[config.mk]
export PLATFORM = sky130hd
export DESIGN_NAME = s2rgb_div
export DESIGN_NICKNAME = d
export VERILOG_FILES = /design/src/sv/s2rgb_pkg.sv /design/src/sv/s2rgb_div.sv
export SDC_FILE = /design/constraint.sdc
export NUM_CORES = 2
export LEC_CHECK = 0
export BUFFER_PORTS_ARGS = -buffer_cell sky130_fd_sc_hd__buf_2
export CAP_MARGIN = 20
export CELL_PAD_IN_SITES_DETAIL_PLACEMENT = 0
export CELL_PAD_IN_SITES_GLOBAL_PLACEMENT = 1
export CORE_MARGIN = 5
export CORE_UTILIZATION = 52
export DETAILED_ROUTE_END_ITERATION = 12
export GPL_TIMING_DRIVEN = 0
export HOLD_SLACK_MARGIN = 0.06
export PLACE_DENSITY = 0.88
export SYNTH_ARGS = -nofsm -noshare
export SYNTH_HDL_FRONTEND = slang
export SYNTH_SLANG_ARGS = --single-unit
[constraint.sdc]
create_clock -name clk_i -period 4.7 [get_ports clk_i]
set_clock_uncertainty 0.1 [all_clocks]
set_input_delay 0.94 -clock clk_i [delete_from_list [all_inputs] [get_ports clk_i]]
set_output_delay 0.94 -clock clk_i [all_outputs]
set_load 0.03 [all_outputs]
[src/sv/s2rgb_pkg.sv]
// Shared types and constants for the scalar-to-RGB colour map pipeline.
package s2rgb_pkg;

  localparam int unsigned SAMPLE_WIDTH_DEF  = 32;
  localparam int unsigned FRACTION_BITS_DEF = 16;
  localparam int unsigned RANGE_HIGH_RESET  = 65536;

  localparam int unsigned CFG_INDEX_WIDTH = 2;
  localparam logic [CFG_INDEX_WIDTH-1:0] REG_RANGE_LOW     = 2'd0;
  localparam logic [CFG_INDEX_WIDTH-1:0] REG_RANGE_HIGH    = 2'd1;
  localparam logic [CFG_INDEX_WIDTH-1:0] REG_COLORMAP_MODE = 2'd2;

  typedef enum logic [1:0] {
    MODE_JET  = 2'd0,
    MODE_HOT  = 2'd1,
    MODE_GRAY = 2'd2
  } s2rgb_mode_e;

  localparam int unsigned NUM_CHAN = 3;
  localparam int unsigned CH_R     = 0;
  localparam int unsigned CH_G     = 1;
  localparam int unsigned CH_B     = 2;

  // floor(z / 666) = (z * HOT_RECIP) >> HOT_SHIFT, exact for z below 2^HOT_Z_WIDTH
  localparam int unsigned HOT_RECIP       = 403057;
  localparam int unsigned HOT_RECIP_WIDTH = 19;
  localparam int unsigned HOT_SHIFT       = 28;
  localparam int unsigned HOT_Z_WIDTH     = 18;

  typedef struct packed {
    logic valid;
    logic black;
    logic sat_lo;
    logic sat_hi;
  } s2rgb_tag_t;

endpackage

[src/sv/s2rgb_div.sv]
// Pipelined restoring divider giving the rounded, clamped fraction t.
module s2rgb_div import s2rgb_pkg::*; #(
  parameter int unsigned SAMPLE_WIDTH  = SAMPLE_WIDTH_DEF,
  parameter int unsigned FRACTION_BITS = FRACTION_BITS_DEF
) (
  input  logic                     clk_i,
  input  logic                     rst_ni,
  input  logic                     en_i,
  input  logic [SAMPLE_WIDTH-1:0]  span_i,
  input  s2rgb_tag_t               tag_i,
  input  logic [SAMPLE_WIDTH-1:0]  rem_i,
  output s2rgb_tag_t               tag_o,
  output logic [FRACTION_BITS:0]   t_o
);

  localparam int unsigned W = SAMPLE_WIDTH;
  localparam int unsigned F = FRACTION_BITS;

  logic [W-1:0]  rem_q    [F];
  logic [F-1:0]  quo_q    [F];
  s2rgb_tag_t    tag_q    [F];
  logic [W-1:0]  rem_prev [F];
  logic [F-1:0]  quo_prev [F];
  s2rgb_tag_t    tag_prev [F];
  logic [W:0]    rem_sh   [F];
  logic [W-1:0]  rem_d    [F];
  logic [F-1:0]  quo_d    [F];
  logic [F-1:0]  take;

  logic [W:0]    last_sh;
  logic          last_take;
  logic [F:0]    t_d;
  logic [F:0]    t_q;
  s2rgb_tag_t    tag_out_q;

  for (genvar i = 0; i < F; i++) begin : g_step
    if (i == 0) begin : g_head
      assign rem_prev[i] = rem_i;
      assign quo_prev[i] = '0;
      assign tag_prev[i] = tag_i;
    end else begin : g_body
      assign rem_prev[i] = rem_q[i-1];
      assign quo_prev[i] = quo_q[i-1];
      assign tag_prev[i] = tag_q[i-1];
    end
    assign rem_sh[i] = {rem_prev[i], 1'b0};
    assign take[i]   = rem_sh[i] >= {1'b0, span_i};
    assign rem_d[i]  = take[i] ? W'(rem_sh[i] - {1'b0, span_i}) : rem_sh[i][W-1:0];
    assign quo_d[i]  = {quo_prev[i][F-2:0], take[i]};
  end

  // round-half-up step, then clamp for samples outside the range
  assign last_sh   = {rem_q[F-1], 1'b0};
  assign last_take = last_sh >= {1'b0, span_i};

  always_comb begin
    priority if (tag_q[F-1].sat_lo) begin
      t_d = '0;
    end else if (tag_q[F-1].sat_hi) begin
      t_d = (F+1)'(1) << F;
    end else begin
      t_d = {1'b0, quo_q[F-1]} + (F+1)'(last_take);
    end
  end

  always_ff @(posedge clk_i or negedge rst_ni) begin
    if (!rst_ni) begin
      for (int i = 0; i < F; i++) begin
        tag_q[i] <= '0;
      end
      tag_out_q <= '0;
    end else if (en_i) begin
      for (int i = 0; i < F; i++) begin
        tag_q[i] <= tag_prev[i];
      end
      tag_out_q <= tag_q[F-1];
    end
  end

  always_ff @(posedge clk_i) begin
    if (en_i) begin
      for (int i = 0; i < F; i++) begin
        rem_q[i] <= rem_d[i];
        quo_q[i] <= quo_d[i];
      end
      t_q <= t_d;
    end
  end

  assign tag_o = tag_out_q;
  assign t_o   = t_q;

endmodule

**Word level (Yosys, flattened, before mapping)**

Memory sizes are Yosys's and may differ from the RTL's.
Index checks and enable logic that the tools add are counted.

- Add/subtract/negate cells: 17
- $lt $le $gt $ge: 17
- Mux-type cells: 19
- Reductions and logical operators: 1

Operators with widths:

| kind | count |
|---|---|
| 33-bit by 32-bit greater-or-equal comparator with 1-bit output | 17 |
| 32-bit two-way mux | 16 |
| 32-bit subtractor | 16 |
| 16-bit by 1-bit adder with 17-bit output | 1 |
| 17-bit two-way mux | 1 |
| 1-bit two-way mux | 2 |
| 2-bit OR reduction | 1 |

- Register bits after elaboration: 85
- RAM bits: 768
- Input bits: 71
- Output and inout bits: 21
- Word-level logic and storage cells: 126
- Memories: 2

Memories:

| name | words | width | read ports | clocked after Yosys merged registers in | write ports | line | text |
|---|---|---|---|---|---|---|---|
| rem_q | 16 | 32 | 16 | 0 | 16 | s2rgb_div.sv:19 | `logic [W-1:0] rem_q [F];` |
| quo_q | 16 | 16 | 16 | 0 | 16 | s2rgb_div.sv:20 | `logic [F-1:0] quo_q [F];` |

**Longest topological paths before layout**

An unclocked memory read counts as a cell.

- Depth after elaboration: 4
- Mapped depth: 19
- Gate-level depth less buffers: 19

**Worst setup path before layout**

No wires, ideal clock.

- Kind: input to register
- From: in span_i[1]
- To: mem rem_q[0][87] (netlist bit), data pin
- Library setup time: 262 ps
- Arrival: 3954 ps
- Required time: 4338 ps
- Setup slack: 384 ps
- Stages on the path: 13
- Buffers on the path: 1
- Cell sequence: inv_1 -> ha_1 -> nor2b_1 -> o31a_1 -> o41ai_4 -> a31oi_2 -> a2111oi_4 -> o31a_2 -> o21ai_2 -> o21ai_2 -> a31oi_4 -> buf_6 -> mux2_1

RTL lines:

| what | line | text |
|---|---|---|
| start: declaration | s2rgb_div.sv:9 | `input logic [SAMPLE_WIDTH-1:0] span_i,` |
| end: declaration | s2rgb_div.sv:19 |  |

==> flow_results.xml <==
<?xml version="1.0" encoding="UTF-8"?>
<metrics>
  <group name="route">
    <metric name="route.vias.total" unit="">43500</metric>
    <metric name="totalWireLength" unit="microns">150000</metric>
    <metric name="drt_pass1_iterations" unit="">8</metric>
    <metric name="route.detailed.vias_per_inst" unit="">6.07</metric>
    <metric name="route.antenna.remaining_nets" unit="">0</metric>
    <metric name="route.detailed.wl_per_inst" unit="microns">21.0</metric>
    <metric name="drc" unit="">0</metric>
    <metric name="drt_iter0_drc" unit="">3254</metric>
  </group>
  <group name="global_route">
    <metric name="grt_busiest_layer" unit="">met2</metric>
    <metric name="grt_pass1_wl" unit="microns">231000</metric>
    <metric name="grt_max_degree" unit="">133</metric>
    <metric name="via_count_of_the_first_global_routing_pass" unit="">41900</metric>
    <metric name="grt_util_met2" unit="%">44.2</metric>
    <metric name="use_met3" unit="%">4.24</metric>
    <metric name="grt.total_usage" unit="%">25.9</metric>
    <metric name="use_met1" unit="%">33.0</metric>
    <metric name="globalRoute.totalOverflow" unit="">0</metric>
    <metric name="grt_antenna_before_repair" unit="">3</metric>
  </group>
  <group name="yosys">
    <metric name="netlist_instances" unit="">5480</metric>
    <metric name="synth-seq-area-share" unit="%">39.5</metric>
    <metric name="avgSynthCellArea" unit="sq um">10.0</metric>
    <metric name="synth-edff-count" unit="">665</metric>
    <metric name="proportion_of_register_bits_with_asynchronous_set_or_reset_after_synthesis" unit="%">9.28</metric>
    <metric name="synth.distinct_cells" unit="">100</metric>
    <metric name="syn-num-nets" unit="">6112</metric>
    <metric name="postSynthRegisterBits" unit="">733</metric>
    <metric name="yosys_most_used_dff" unit="">sky130_fd_sc_hd__edfxtp_1</metric>
    <metric name="synth-warning-count" unit="">0</metric>
    <metric name="post_synth_instance_area" unit="sq um">54800</metric>
  </group>
  <group name="final_layout">
    <metric name="post_route_cells_drive_above_1_share" unit="%">11.4</metric>
    <metric name="most-common-layout-cells" unit="">sky130_fd_sc_hd__edfxtp_1, sky130_fd_sc_hd__ha_1, sky130_fd_sc_hd__a21oi_1, sky130_fd_sc_hd__nand2_1, sky130_fd_sc_hd__o21ai_0</metric>
    <metric name="final_core_utilization" unit="%">57.9</metric>
    <metric name="layout_commonest_cell" unit="">sky130_fd_sc_hd__edfxtp_1</metric>
    <metric name="nets" unit="">6336</metric>
    <metric name="layout_fillers" unit="">9048</metric>
    <metric name="areaGrowthSynthToFinish" unit="%">10.9</metric>
  </group>
  <group name="floorplan">
    <metric name="floorplan.die.width" unit="microns">335</metric>
    <metric name="initial_utilization" unit="%">52.2</metric>
    <metric name="floorplan.core_area" unit="sq um">105000</metric>
    <metric name="dieArea" unit="sq um">112000</metric>
    <metric name="floorplan.die.height" unit="microns">335</metric>
    <metric name="floorplan.io_pins" unit="">92</metric>
    <metric name="num_rows" unit="">119</metric>
  </group>
  <group name="sta">
    <metric name="final_period_minus_worst_setup_slack" unit="ps">4590</metric>
    <metric name="slew_headroom" unit="%">27.9</metric>
    <metric name="hold_violations" unit="">0</metric>
    <metric name="fin_ws" unit="ps">110</metric>
    <metric name="timing.fmax" unit="MHz">218</metric>
    <metric name="slew_viol_final" unit="">0</metric>
    <metric name="worst_slew_pin_slew" unit="ps">1050</metric>
    <metric name="min_period_over_period" unit="%">97.7</metric>
    <metric name="timing.hold.ws" unit="ps">261</metric>
    <metric name="totalNegativeSetupSlack" unit="ps">0</metric>
    <metric name="setup_viol" unit="">0</metric>
  </group>
  <group name="power">
    <metric name="power_frac_seq" unit="%">29.0</metric>
    <metric name="sw_frac_of_total" unit="%">42.4</metric>
    <metric name="netSwitchingPower" unit="W">0.0191</metric>
    <metric name="lkg_pwr" unit="nW">24.8</metric>
    <metric name="pwr_cell_area" unit="nW/um^2">742</metric>
    <metric name="p_int" unit="W">0.0260</metric>
    <metric name="vdd_ir_drop_max" unit="mV">0.402</metric>
    <metric name="share_comb_of_total_power" unit="%">56.2</metric>
    <metric name="p_clk_share" unit="%">14.8</metric>
    <metric name="design_power_total" unit="W">0.0451</metric>
  </group>
  <group name="setup_path">
    <metric name="timing_worst_setup_path_type" unit="">in2reg</metric>
    <metric name="regToRegEndpoint" unit="">rem_q[1][152]$_DFFE_PP_</metric>
    <metric name="endpoint" unit="">rem_q[0][187]$_DFFE_PP_</metric>
    <metric name="cp-end-kind" unit="">flip-flop</metric>
    <metric name="reg2reg_from" unit="">rem_q[1][102]$_DFFE_PP_</metric>
    <metric name="worst-r2r-setup-slack" unit="ps">400</metric>
    <metric name="critical_path_peak_fanout" unit="">17</metric>
    <metric name="worstPathRequired" unit="ps">4980</metric>
    <metric name="critical_path.startpoint" unit="">span_i[16]</metric>
    <metric name="rr_worst_depth" unit="">14</metric>
    <metric name="critical_path_arrival" unit="ps">4870</metric>
    <metric name="critPathLaunchType" unit="">primary input</metric>
  </group>
  <group name="placement">
    <metric name="hpwl" unit="microns">113000</metric>
    <metric name="gp_routability_congestion" unit="">0.937</metric>
    <metric name="place.port_buffers" unit="">91</metric>
    <metric name="dpl_worst_slack" unit="ps">-2080</metric>
  </group>
  <group name="clock_network">
    <metric name="htreeDepth" unit="">3</metric>
    <metric name="cts_made_buffers" unit="">85</metric>
    <metric name="insertion_delay" unit="ps">690</metric>
    <metric name="clockBufferDepth" unit="">3</metric>
    <metric name="cts.reportedPaths.clkPinSlew" unit="ps">60</metric>
    <metric name="clock_sinks" unit="">733</metric>
    <metric name="clockRootBuffer" unit="">sky130_fd_sc_hd__clkbuf_16</metric>
    <metric name="cts_tree" unit="">yes</metric>
  </group>
  <group name="run">
    <metric name="maxCapViolations" unit="">0</metric>
  </group>
  <group name="min_path">
    <metric name="hold_class" unit="">in2async</metric>
  </group>
  <group name="outcome">
    <metric name="status" unit="">finished, final reports clean</metric>
  </group>
</metrics>
final cells by class:
class                           count  area (sq um)  share of cell area (%)
Inverter                          187           747                    1.23
Timing Repair Buffer              138          1240                    2.04
Antenna cell                        1          2.50                 0.00412
Clock inverter                     51           568                   0.934
Sequential cell                   733         21700                    35.6
Tap cell                         1391          1740                    2.86
Buffer                            142           702                    1.15
Clock buffer                      107          2270                    3.73
Multi-Input combinational cell   4417         31900                    52.4
routing by layer:
metal  wire length, microns  share of wire, %
met5                      0                 0
met4                   6600               4.4
met3                   9310               6.2
met2                  71500                48
met1                  63000                42
power by group through the flow:
stage / logic, W / clock network [W] / registers, W
global placement: 0.0243 / 0 / 0.0132
global route: 0.0280 / 0.00711 / 0.0133
CTS: 0.0250 / 0.00683 / 0.0131
finish: 0.0254 / 0.00670 / 0.0131
detailed placement: 0.0247 / 0 / 0.0131
floorplan: 0.0191 / 0 / 0.0124
worst min-delay path by stage:
stage	cells past startpoint	slack (ps)	start	to
6_report	1	260	rst_ni	tag_prev[56]$_DFFE_PN0P_
5_1_grt	0	300	quo_q[0][82]$_DFFE_PP_	quo_q[0][99]$_DFFE_PP_
4_1_cts	1	260	rst_ni	tag_prev[6]$_DFFE_PN0P_
3_5_place_dp	0	300	quo_q[1][99]$_DFFE_PP_	quo_q[1][116]$_DFFE_PP_
3_3_place_gp	0	300	quo_q[1][91]$_DFFE_PP_	quo_q[1][108]$_DFFE_PP_
2_1_floorplan	0	300	quo_q[0][83]$_DFFE_PP_	quo_q[0][100]$_DFFE_PP_
stage by stage:
step | area, sq um | std cells
floorplan | 54800 | 5480
global placement | 57000 | 6962
detailed placement | 57600 | 6983
CTS | 60700 | 7160
global route | 60800 | 7167
finish | 60800 | 7167
Yosys cell counts (all sizes together) (15+ instances only):
cell	n	area share (%)
edfxtp	665	36
ha	545	12
a21oi	481	4.4
nand2	474	3.2
o21ai	447	4.1
nor2	350	2.4
mux2	252	5.2
a21o	251	3.4
xnor2	247	3.9
inv	186	1.3
xor2	173	2.8
nand3	106	0.98
clkbuf	92	0.63
o21bai	88	1.2
nor3	82	0.75
nand2b	76	0.87
o21a	75	1.0
nand4	74	0.84
nor2b	72	0.82
dfrtp	68	3.1
a31oi	54	0.67
buf	51	0.62
o31ai	51	0.73
and3	48	0.55
a211oi	46	0.63
or3	26	0.30
and2	25	0.29
o211ai	24	0.34
a2111oi	22	0.43
and4	21	0.34
or2	21	0.24
a211o	20	0.32
a21boi	19	0.26
a221oi	16	0.27
fa	16	0.58
mux2i	16	0.29
o41ai	15	0.34
cells by family (layout without fill, tap and decap cells):
kind of cell,Yosys count,count (layout),synth area share (%)
compound gates,1734,1734,20.3
xor+xnor,420,420,6.71
fa+ha+maj,561,561,13.0
buf+inv,330,625,2.53
flops,733,733,39.5
mux,268,268,5.54
other cells,0,1,0
simple gates,1434,1434,12.4
repair_timing:
item                                    CTS  global route
hold buffers                              0             0
setup buffers                            20             5
endpoints found under the setup margin  536           225
pin swaps                                 1             3
gates resized for setup                  19            34
flip-flops by register name (all words and copies together), names as in the netlist:
name and cells:
quo_q 136, rem_q 512, tag_o 4, t_o 17, tag_prev 60, tag_q 4
worst max-delay path, cell delays in order:
cell and delay, ps:
sky130_fd_sc_hd__buf_2 100, sky130_fd_sc_hd__inv_2 620, sky130_fd_sc_hd__ha_1 330, sky130_fd_sc_hd__and3_1 190
sky130_fd_sc_hd__nand2_1 70, sky130_fd_sc_hd__or2_2 340, sky130_fd_sc_hd__a21oi_1 170, sky130_fd_sc_hd__nor3b_1 110
sky130_fd_sc_hd__o31ai_1 400, sky130_fd_sc_hd__nand3_1 270, sky130_fd_sc_hd__o21ai_2 450, sky130_fd_sc_hd__buf_2 370
sky130_fd_sc_hd__buf_2 310, sky130_fd_sc_hd__a21oi_1 150
Note: power is estimated with default switching activity, not from simulation.
