==> config.mk <==
export PLATFORM = sky130hd
export DESIGN_NAME = s2rgb_cmap
export DESIGN_NICKNAME = d
export VERILOG_FILES = /design/src/sv/s2rgb_pkg.sv /design/src/sv/s2rgb_cmap.sv
export SDC_FILE = /design/constraint.sdc
export NUM_CORES = 2
export LEC_CHECK = 0
export BUFFER_PORTS_ARGS = -buffer_cell sky130_fd_sc_hd__buf_2
export CELL_PAD_IN_SITES_DETAIL_PLACEMENT = 0
export CELL_PAD_IN_SITES_GLOBAL_PLACEMENT = 1
export CORE_MARGIN = 2
export CORE_UTILIZATION = 35
export CTS_CLUSTER_DIAMETER = 50
export CTS_CLUSTER_SIZE = 30
export DETAILED_ROUTE_END_ITERATION = 10
export GPL_TIMING_DRIVEN = 0
export PLACE_DENSITY_LB_ADDON = 0.1
export SYNTH_ARGS = -nofsm -noshare
export SYNTH_HDL_FRONTEND = slang
export SYNTH_SLANG_ARGS = --single-unit
==> constraint.sdc <==
create_clock -name clk_i -period 7.68 [get_ports clk_i]
set_input_delay 1.152 -clock clk_i [delete_from_list [all_inputs] [get_ports clk_i]]
set_output_delay 1.152 -clock clk_i [all_outputs]
set_load 0.03 [all_outputs]
==> src/sv/s2rgb_pkg.sv <==
// Shared types and constants for the scalar-to-RGB colour map pipeline.
package s2rgb_pkg;

  localparam int unsigned SAMPLE_WIDTH_DEF  = 32;
  localparam int unsigned FRACTION_BITS_DEF = 16;
  localparam int unsigned RANGE_HIGH_RESET  = 65536;

  localparam int unsigned CFG_INDEX_WIDTH = 2;
  localparam logic [CFG_INDEX_WIDTH-1:0] REG_RANGE_LOW     = 2'd0;
  localparam logic [CFG_INDEX_WIDTH-1:0] REG_RANGE_HIGH    = 2'd1;
  localparam logic [CFG_INDEX_WIDTH-1:0] REG_COLORMAP_MODE = 2'd2;

  typedef enum logic [1:0] {
    MODE_JET  = 2'd0,
    MODE_HOT  = 2'd1,
    MODE_GRAY = 2'd2
  } s2rgb_mode_e;

  localparam int unsigned NUM_CHAN = 3;
  localparam int unsigned CH_R     = 0;
  localparam int unsigned CH_G     = 1;
  localparam int unsigned CH_B     = 2;

  // floor(z / 666) = (z * HOT_RECIP) >> HOT_SHIFT, exact for z below 2^HOT_Z_WIDTH
  localparam int unsigned HOT_RECIP       = 403057;
  localparam int unsigned HOT_RECIP_WIDTH = 19;
  localparam int unsigned HOT_SHIFT       = 28;
  localparam int unsigned HOT_Z_WIDTH     = 18;

  typedef struct packed {
    logic valid;
    logic black;
    logic sat_lo;
    logic sat_hi;
  } s2rgb_tag_t;

endpackage

==> src/sv/s2rgb_cmap.sv <==
// Three-stage colour map: segment select, scale and round, hot-map reciprocal divide.
module s2rgb_cmap import s2rgb_pkg::*; #(
  parameter int unsigned FRACTION_BITS = FRACTION_BITS_DEF
) (
  input  logic                    clk_i,
  input  logic                    rst_ni,
  input  logic                    en_i,
  input  s2rgb_mode_e             mode_i,
  input  s2rgb_tag_t              tag_i,
  input  logic [FRACTION_BITS:0]  t_i,
  output s2rgb_tag_t              tag_o,
  output logic [7:0]              chan_o [NUM_CHAN]
);

  localparam int unsigned F  = FRACTION_BITS;
  localparam int unsigned EW = F + 4;
  localparam int unsigned VW = F + 10;
  localparam int unsigned PW = VW + 10;
  localparam int unsigned ZW = HOT_Z_WIDTH;
  localparam int unsigned MW = HOT_Z_WIDTH + HOT_RECIP_WIDTH;
  localparam int unsigned QW = MW - HOT_SHIFT;

  localparam logic [EW-1:0] JetT1   = EW'(1) << F;
  localparam logic [EW-1:0] JetT3   = EW'(3) << F;
  localparam logic [EW-1:0] JetT5   = EW'(5) << F;
  localparam logic [EW-1:0] JetT7   = EW'(7) << F;
  localparam logic [EW-1:0] JetT9   = EW'(9) << F;
  localparam logic [VW-1:0] HotB1   = VW'(333) << F;
  localparam logic [VW-1:0] HotB2   = VW'(667) << F;
  localparam logic [PW-1:0] LinBias = PW'(1) << F;
  localparam logic [PW-1:0] HotBias = PW'(333) << F;

  // LIN: round(255 * v / 2T); HOT: round(255 * x / 333T)
  typedef enum logic [1:0] {
    K_ZERO,
    K_FULL,
    K_LIN,
    K_HOT
  } kind_e;

  logic [EW-1:0] e;
  logic [VW-1:0] k;
  kind_e         kind_a [NUM_CHAN];
  logic [VW-1:0] val_a  [NUM_CHAN];

  kind_e         kind_q1 [NUM_CHAN];
  logic [VW-1:0] val_q1  [NUM_CHAN];
  kind_e         kind_q2 [NUM_CHAN];
  logic [ZW-1:0] z_q2    [NUM_CHAN];
  kind_e         kind_q3 [NUM_CHAN];
  logic [MW-1:0] prod_q3 [NUM_CHAN];
  s2rgb_tag_t    tag_q1, tag_q2, tag_q3;

  logic [PW-1:0] lin_sum [NUM_CHAN];
  logic [PW-1:0] hot_sum [NUM_CHAN];
  logic [ZW-1:0] z_d     [NUM_CHAN];
  logic [MW-1:0] prod_d  [NUM_CHAN];
  logic [QW-1:0] hot_q   [NUM_CHAN];

  always_comb begin
    e = {t_i, 3'b000};
    k = VW'(t_i) * VW'(1000);
    for (int c = 0; c < NUM_CHAN; c++) begin
      kind_a[c] = K_ZERO;
      val_a[c]  = '0;
    end
    unique case (mode_i)
      MODE_JET: begin
        priority if (e < JetT1) begin
          kind_a[CH_B] = K_LIN;  val_a[CH_B] = VW'(JetT1 + e);
        end else if (e < JetT3) begin
          kind_a[CH_G] = K_LIN;  val_a[CH_G] = VW'(e - JetT1);
          kind_a[CH_B] = K_FULL;
        end else if (e < JetT5) begin
          kind_a[CH_R] = K_LIN;  val_a[CH_R] = VW'(e - JetT3);
          kind_a[CH_G] = K_FULL;
          kind_a[CH_B] = K_LIN;  val_a[CH_B] = VW'(JetT5 - e);
        end else if (e < JetT7) begin
          kind_a[CH_R] = K_FULL;
          kind_a[CH_G] = K_LIN;  val_a[CH_G] = VW'(JetT7 - e);
        end else begin
          kind_a[CH_R] = K_LIN;  val_a[CH_R] = VW'(JetT9 - e);
        end
      end
      MODE_HOT: begin
        priority if (k < HotB1) begin
          kind_a[CH_R] = K_HOT;  val_a[CH_R] = k;
        end else if (k < HotB2) begin
          kind_a[CH_R] = K_FULL;
          kind_a[CH_G] = K_HOT;  val_a[CH_G] = k - HotB1;
        end else begin
          kind_a[CH_R] = K_FULL;
          kind_a[CH_G] = K_FULL;
          kind_a[CH_B] = K_HOT;  val_a[CH_B] = k - HotB2;
        end
      end
      default: begin
        // gray, and the unused mode code: v = 2t on the LIN path
        for (int c = 0; c < NUM_CHAN; c++) begin
          kind_a[c] = K_LIN;
          val_a[c]  = VW'({t_i, 1'b0});
        end
      end
    endcase
    if (tag_i.black) begin
      for (int c = 0; c < NUM_CHAN; c++) begin
        kind_a[c] = K_ZERO;
      end
    end
  end

  always_comb begin
    for (int c = 0; c < NUM_CHAN; c++) begin
      lin_sum[c] = PW'(val_q1[c]) * PW'(255) + LinBias;
      hot_sum[c] = PW'(val_q1[c]) * PW'(510) + HotBias;
      z_d[c]     = (kind_q1[c] == K_HOT) ? ZW'(hot_sum[c] >> F) : ZW'(lin_sum[c] >> (F + 1));
      prod_d[c]  = (kind_q2[c] == K_HOT) ? MW'(z_q2[c]) * MW'(HOT_RECIP) : MW'(z_q2[c]);
      hot_q[c]   = QW'(prod_q3[c] >> HOT_SHIFT);
    end
  end

  always_comb begin
    for (int c = 0; c < NUM_CHAN; c++) begin
      unique case (kind_q3[c])
        K_ZERO:  chan_o[c] = 8'h00;
        K_FULL:  chan_o[c] = 8'hFF;
        K_LIN:   chan_o[c] = prod_q3[c][7:0];
        K_HOT:   chan_o[c] = (hot_q[c] > QW'(255)) ? 8'hFF : hot_q[c][7:0];
        default: chan_o[c] = 8'h00;
      endcase
    end
  end

  always_ff @(posedge clk_i or negedge rst_ni) begin
    if (!rst_ni) begin
      tag_q1 <= '0;
      tag_q2 <= '0;
      tag_q3 <= '0;
    end else if (en_i) begin
      tag_q1 <= tag_i;
      tag_q2 <= tag_q1;
      tag_q3 <= tag_q2;
    end
  end

  always_ff @(posedge clk_i) begin
    if (en_i) begin
      for (int c = 0; c < NUM_CHAN; c++) begin
        kind_q1[c] <= kind_a[c];
        val_q1[c]  <= val_a[c];
        kind_q2[c] <= kind_q1[c];
        z_q2[c]    <= z_d[c];
        kind_q3[c] <= kind_q2[c];
        prod_q3[c] <= prod_d[c];
      end
    end
  end

  assign tag_o = tag_q3;

endmodule

After elaboration in Yosys (flattened, before gate mapping):

Memories as Yosys holds them, arrays and structs flattened.
Index checks and enable logic that the tools add are counted.

* add/subtract/negate cells: 14
* multiply operators: 10
* magnitude comparators: 9
* equal/unequal tests: 16
* multiplexer cells: 43
* reduce and logical (&&, ||, !) cells: 4

Operators by type and width (number)
* two-way mux 26 bit: 12
* one-hot mux 78 bit (2 select lines): 1
* multiplier 18 x 19 -> 37 bit (second input constant): 3
* two-way mux 37 bit: 3
* adder 34 x 17 -> 35 bit (second input constant): 3
* two-way mux 52 bit: 2
* adder 34 x 25 -> 34 bit (second input constant): 3
* multiplier 26 x 8 -> 34 bit (second input constant): 3
* multiplier 26 x 8 -> 33 bit (second input constant): 3
* one-hot mux 8 bit (4 select lines): 3
* two-way mux 18 bit: 3
* subtractor 19 x 20 -> 21 bit (first input constant): 2
* < comparator 20 x 19 -> 1 bit (second input constant): 2
* > comparator 9 x 8 -> 1 bit (second input constant): 3
* < comparator 26 x 25 -> 1 bit (second input constant): 1
* < comparator 26 bit (second input constant): 1
* subtractor 26 x 25 -> 26 bit (second input constant): 1
* subtractor 26 bit (second input constant): 1
* equality test 2 bit (second input constant): 12
* two-way mux 8 bit: 3
* multiplier 17 x 7 -> 23 bit (second input constant): 1
* adder 17 x 20 -> 21 bit (first input constant): 1
* subtractor 20 x 17 -> 21 bit (second input constant): 1
* subtractor 20 x 18 -> 21 bit (second input constant): 1
* other kinds (10): 27

* register bits after elaboration: 12
* RAM bits: 261
* input bits: 26
* output and inout port bits: 28
* logic and storage cells: 114
* memories: 6

Memory list
* prod_q3: words 3, bits a word 37, read ports 3, clocked after memory_dff 0, write ports 3, RTL line s2rgb_cmap.sv:51 `logic [MW-1:0] prod_q3 [NUM_CHAN];`
* val_q1: words 3, bits a word 26, read ports 3, clocked after memory_dff 0, write ports 3, RTL line s2rgb_cmap.sv:47 `logic [VW-1:0] val_q1 [NUM_CHAN];`
* z_q2: words 3, bits a word 18, read ports 3, clocked after memory_dff 0, write ports 3, RTL line s2rgb_cmap.sv:49 `logic [ZW-1:0] z_q2 [NUM_CHAN];`
* kind_q1: words 3, bits a word 2, read ports 3, clocked after memory_dff 0, write ports 3, RTL line s2rgb_cmap.sv:46 `kind_e kind_q1 [NUM_CHAN];`
* kind_q2: words 3, bits a word 2, read ports 3, clocked after memory_dff 0, write ports 3, RTL line s2rgb_cmap.sv:48 `kind_e kind_q2 [NUM_CHAN];`
* kind_q3: words 3, bits a word 2, read ports 3, clocked after memory_dff 0, write ports 3, RTL line s2rgb_cmap.sv:50 `kind_e kind_q3 [NUM_CHAN];`

Longest topological paths before layout:

* depth after elaboration: 7
* gate-level depth with buffers: 25
* mapped depth without buffers: 25

Least setup slack after synthesis:

No wires, ideal clock.

* path kind: input port to flip-flop
* from: in t_i[7]
* to: mem val_q1[0][66] in the netlist's numbering (data pin)
* library setup time: 275 ps
* data arrival time: 6260 ps
* required time: 7405 ps
* slack: 1145 ps
* stages on the path: 21
* path buffers: 1
* cell sequence: inv_1 fa_1 fa_1 fa_1 fa_1 inv_1 ha_1 nand3_1 or4_1 nand2_1 o21a_2 xnor2_1 inv_1 ha_1 inv_1 a21oi_1 a221oi_1 o21ai_0 nand3_1 clkbuf_1 o221ai_1

RTL lines
* from (decl): RTL line s2rgb_cmap.sv:10 `input logic [FRACTION_BITS:0] t_i,`
* to (decl): RTL line s2rgb_cmap.sv:47

==> flow_metrics.py <==
metrics = {
    "logic_synthesis": {
        "synthCells": 5124,
        "synth_top_area_share": 0.3470,
        "synth-main-ff-cell": "edfxtp_1",
        "synthTopCellsByArea": "fa_1 (35%), ha_1 (21%), edfxtp_1 (12%)",
        "ys_types": 96,
        "async_reset_ff_frac": 0.05825,
        "synth_area_um2": 50420,
        "ys_warn_count": 0,
        "ys_ff_latch": 206,
        "synth_nets": 6854,
        "ys_seq_area_frac": 0.1215,
        "synth_top_area_cell": "fa_1",
        "synth_edf_count": 194,
        "syn_area_per_cell_um2": 9.840,
    },
    "setup_path": {
        "crit_family": "adder cells",
        "rr_startpoint": "z_q2[0][51]",
        "worstSetupPathType": "in2reg",
        "cpMostUsedCell": "fa_1",
        "critPathBufInv": 4,
        "startpoint_type": "primary input",
        "worstSetupEndpointType": "flip-flop",
        "crit_path_cell_trace": "buf_2, inv_1, fa_1, fa_1, fa_1, fa_1, inv_1, ha_1, nand3_1, or4_1, nand2_1, o21a_2, xnor2_2, ha_1, nor3_1, o311a_1, o21bai_1, nand3b_1, clkbuf_2, o221ai_1",
        "crit_fanout": 10,
        "r2r_cells": 19,
        "slowest_delay_ns": 0.61,
        "rr_endpoint": "prod_q3[0][106]",
        "reg2reg_slack_ns": 0.64,
        "cpMaxStageDelayCell": "fa_1",
        "crit_arrival_ns": 7.70,
        "required_ns": 7.98,
    },
    "detailed_routing": {
        "drt_wl_total_um": 130300,
        "first_pass_iters": 5,
        "wl_per_cell_um": 18.21,
        "drt-initial-drc-count": 1458,
        "antenna_left": 0,
        "via_per_inst": 4.717,
        "route.detailed.drc": 0,
        "dr_total_vias": 33770,
    },
    "outcome": {
        "status": "finished clean",
    },
    "global_routing": {
        "antenna_found_initial": 6,
        "grt_pass1_vias": 36600,
        "overflow": 0,
        "grt_pass1_wl_um": 209900,
        "grt_use_total": 0.1833,
        "grt_max_degree": 101,
    },
    "sta": {
        "final_hold_viol_count": 0,
        "tightest_slew_ns": 1.231,
        "period_needed_ns": 7.393,
        "setup_viol_count_final": 0,
        "slew_headroom": 0.1733,
        "grt_setup_unrepaired": "no",
        "fin_crit_sh": 0.9627,
        "fin_worst_skew_ns": 0.03541,
        "slew_viol_final": 0,
        "fmax_mhz": 135.3,
    },
    "place": {
        "dpl.cell_count": 7081,
        "placement.io_buffers": 53,
        "placed_area_um2": 53100,
        "gp_congestion": 0.8447,
        "dp.final_hpwl_um": 115500,
    },
    "cts": {
        "clock_sinks": 206,
        "clk_pin_slew_worst_paths_ns": 0.05,
        "cts_hold_buf": 0,
        "clock_tree.root_cell": "clkbuf_16",
        "numCtsBuffers": 37,
        "cts_tree": "yes",
        "clk_latency_ns": 0.59,
        "cts_max_path_buffers": 3,
        "cts.htree.levels": 2,
    },
    "floorplan": {
        "initial_core_util": 0.3518,
        "fp.dieH_um": 383.5,
        "core-area_um2": 143300,
        "dieArea_um2": 147100,
        "io_pins": 54,
        "row_count": 139,
        "die_width_um": 383.5,
    },
    "final_layout": {
        "utilization": 0.3807,
        "drive_above_1_share": 0.04493,
        "instances_no_fill": 7159,
        "final_area_um2": 54560,
        "areaGrowthSynthToFinish_pct": 8.209,
        "final_cell_mix": "inv_1 (1416), fa_1 (874), ha_1 (829)",
        "nNetsFinal": 6955,
        "layout_commonest_cell": "inv_1",
        "fillers": 14550,
    },
    "run": {
        "drv_cap": 0,
    },
    "worst_hold_path": {
        "hold_path.class": "in2async",
    },
}
cell usage after synthesis, types with 34 or more instances:
cell type and instances:
a21oi_1 204, nor2b_1 38, nor2_1 192, xor2_1 73
o21a_1 42, xnor2_1 112, nand3_1 55, nor3_1 52
edfxtp_1 194, a21o_1 103, o221ai_1 34, nand2_1 197
clkbuf_1 46, fa_1 874, ha_1 830, inv_1 1419
o21ai_0 143
per-layer routing:
metal  up-vias  GRT usage  share of wire
met2       381     0.2927           0.45
met5         -          0              0
met1     16590     0.2672           0.50
li1      16700          -              -
met3       101    0.01874          0.028
met4         0    0.04089          0.021
worst max path at each step:
| stage | cells after the start | slack [ns] | from | endpoint |
|---|---|---|---|---|
| global placement | 20 | -1.09 | t_i[7] | val_q1[0][21] |
| CTS | 20 | -0.009 | t_i[6] | val_q1[0][23] |
| floorplan | 21 | 1.14 | t_i[7] | val_q1[0][66] |
| finish | 20 | 0.29 | t_i[2] | val_q1[0][15] |
| detailed placement | 20 | -1.01 | t_i[6] | val_q1[0][21] |
| global route | 24 | 0.006 | t_i[2] | val_q1[0][33] |
layout make-up:
cell class / count / area [um^2] / area share
multi-input combinational: 3446 / 38900 / 0.7130
timing repair buffer: 62 / 362.8 / 0.006651
clock inverter: 29 / 287.8 / 0.005275
sequential: 206 / 6126 / 0.1123
inverter: 1420 / 5341 / 0.09790
clock buffer: 38 / 950.9 / 0.01743
tap: 1903 / 2381 / 0.04364
antenna: 3 / 7.507 / 0.0001376
buffer: 52 / 201.4 / 0.003692
stage by stage:
step                hold WS [ns]  setup TNS (ns)  worst slack [ns]
floorplan                 0.4262               0             1.145
global placement          0.4375          -38.33            -1.094
detailed placement        0.4475          -31.87            -1.009
CTS                       0.4231       -0.009829         -0.008726
global route              0.4419               0          0.005987
finish                    0.4498               0            0.2866
worst reg2reg max path, cell delays in order, from the launching register on:
cell and delay, ns:
edfxtp_1 0.62, fa_1 0.62, inv_1 0.05, fa_1 0.49, inv_1 0.05, fa_1 0.49
inv_1 0.05, fa_1 0.39, fa_1 0.51, inv_1 0.05, fa_1 0.36, ha_1 0.34
a21o_1 0.19, a221o_1 0.30, a21oi_1 0.14, o21ai_0 0.18, or3_1 0.35, a211oi_1 0.66
nor3_1 0.16, a2111oi_0 0.71
registers in the layout (all words and copies together), names as in the netlist:
signal,count
tag_o,4
kind_q1,6
kind_q2,6
prod_q3,51
kind_q3,6
z_q2,54
val_q1,71
tag_q1,4
tag_q2,4
kinds of logic after synthesis:
| logic type | after synthesis | synth area share |
|---|---|---|
| buffers and inverters | 1472 | 0.1096 |
| DFF | 206 | 0.1215 |
| muxes | 37 | 0.008140 |
| xor gates and xnor gates | 186 | 0.03268 |
| AOI/OAI and AO/OA | 796 | 0.1053 |
| and+or+nand+nor | 723 | 0.06971 |
| adders and majority gates | 1704 | 0.5530 |
repair_timing:
item,4_1_cts,5_1_grt
buffers inserted,0,8
gates resized for setup,13,25
endpoints found under the setup margin,14,51
pin swaps,0,1
Power is not shown: default switching activity piles up to over one toggle a cycle in this logic, so the estimate is an artifact.
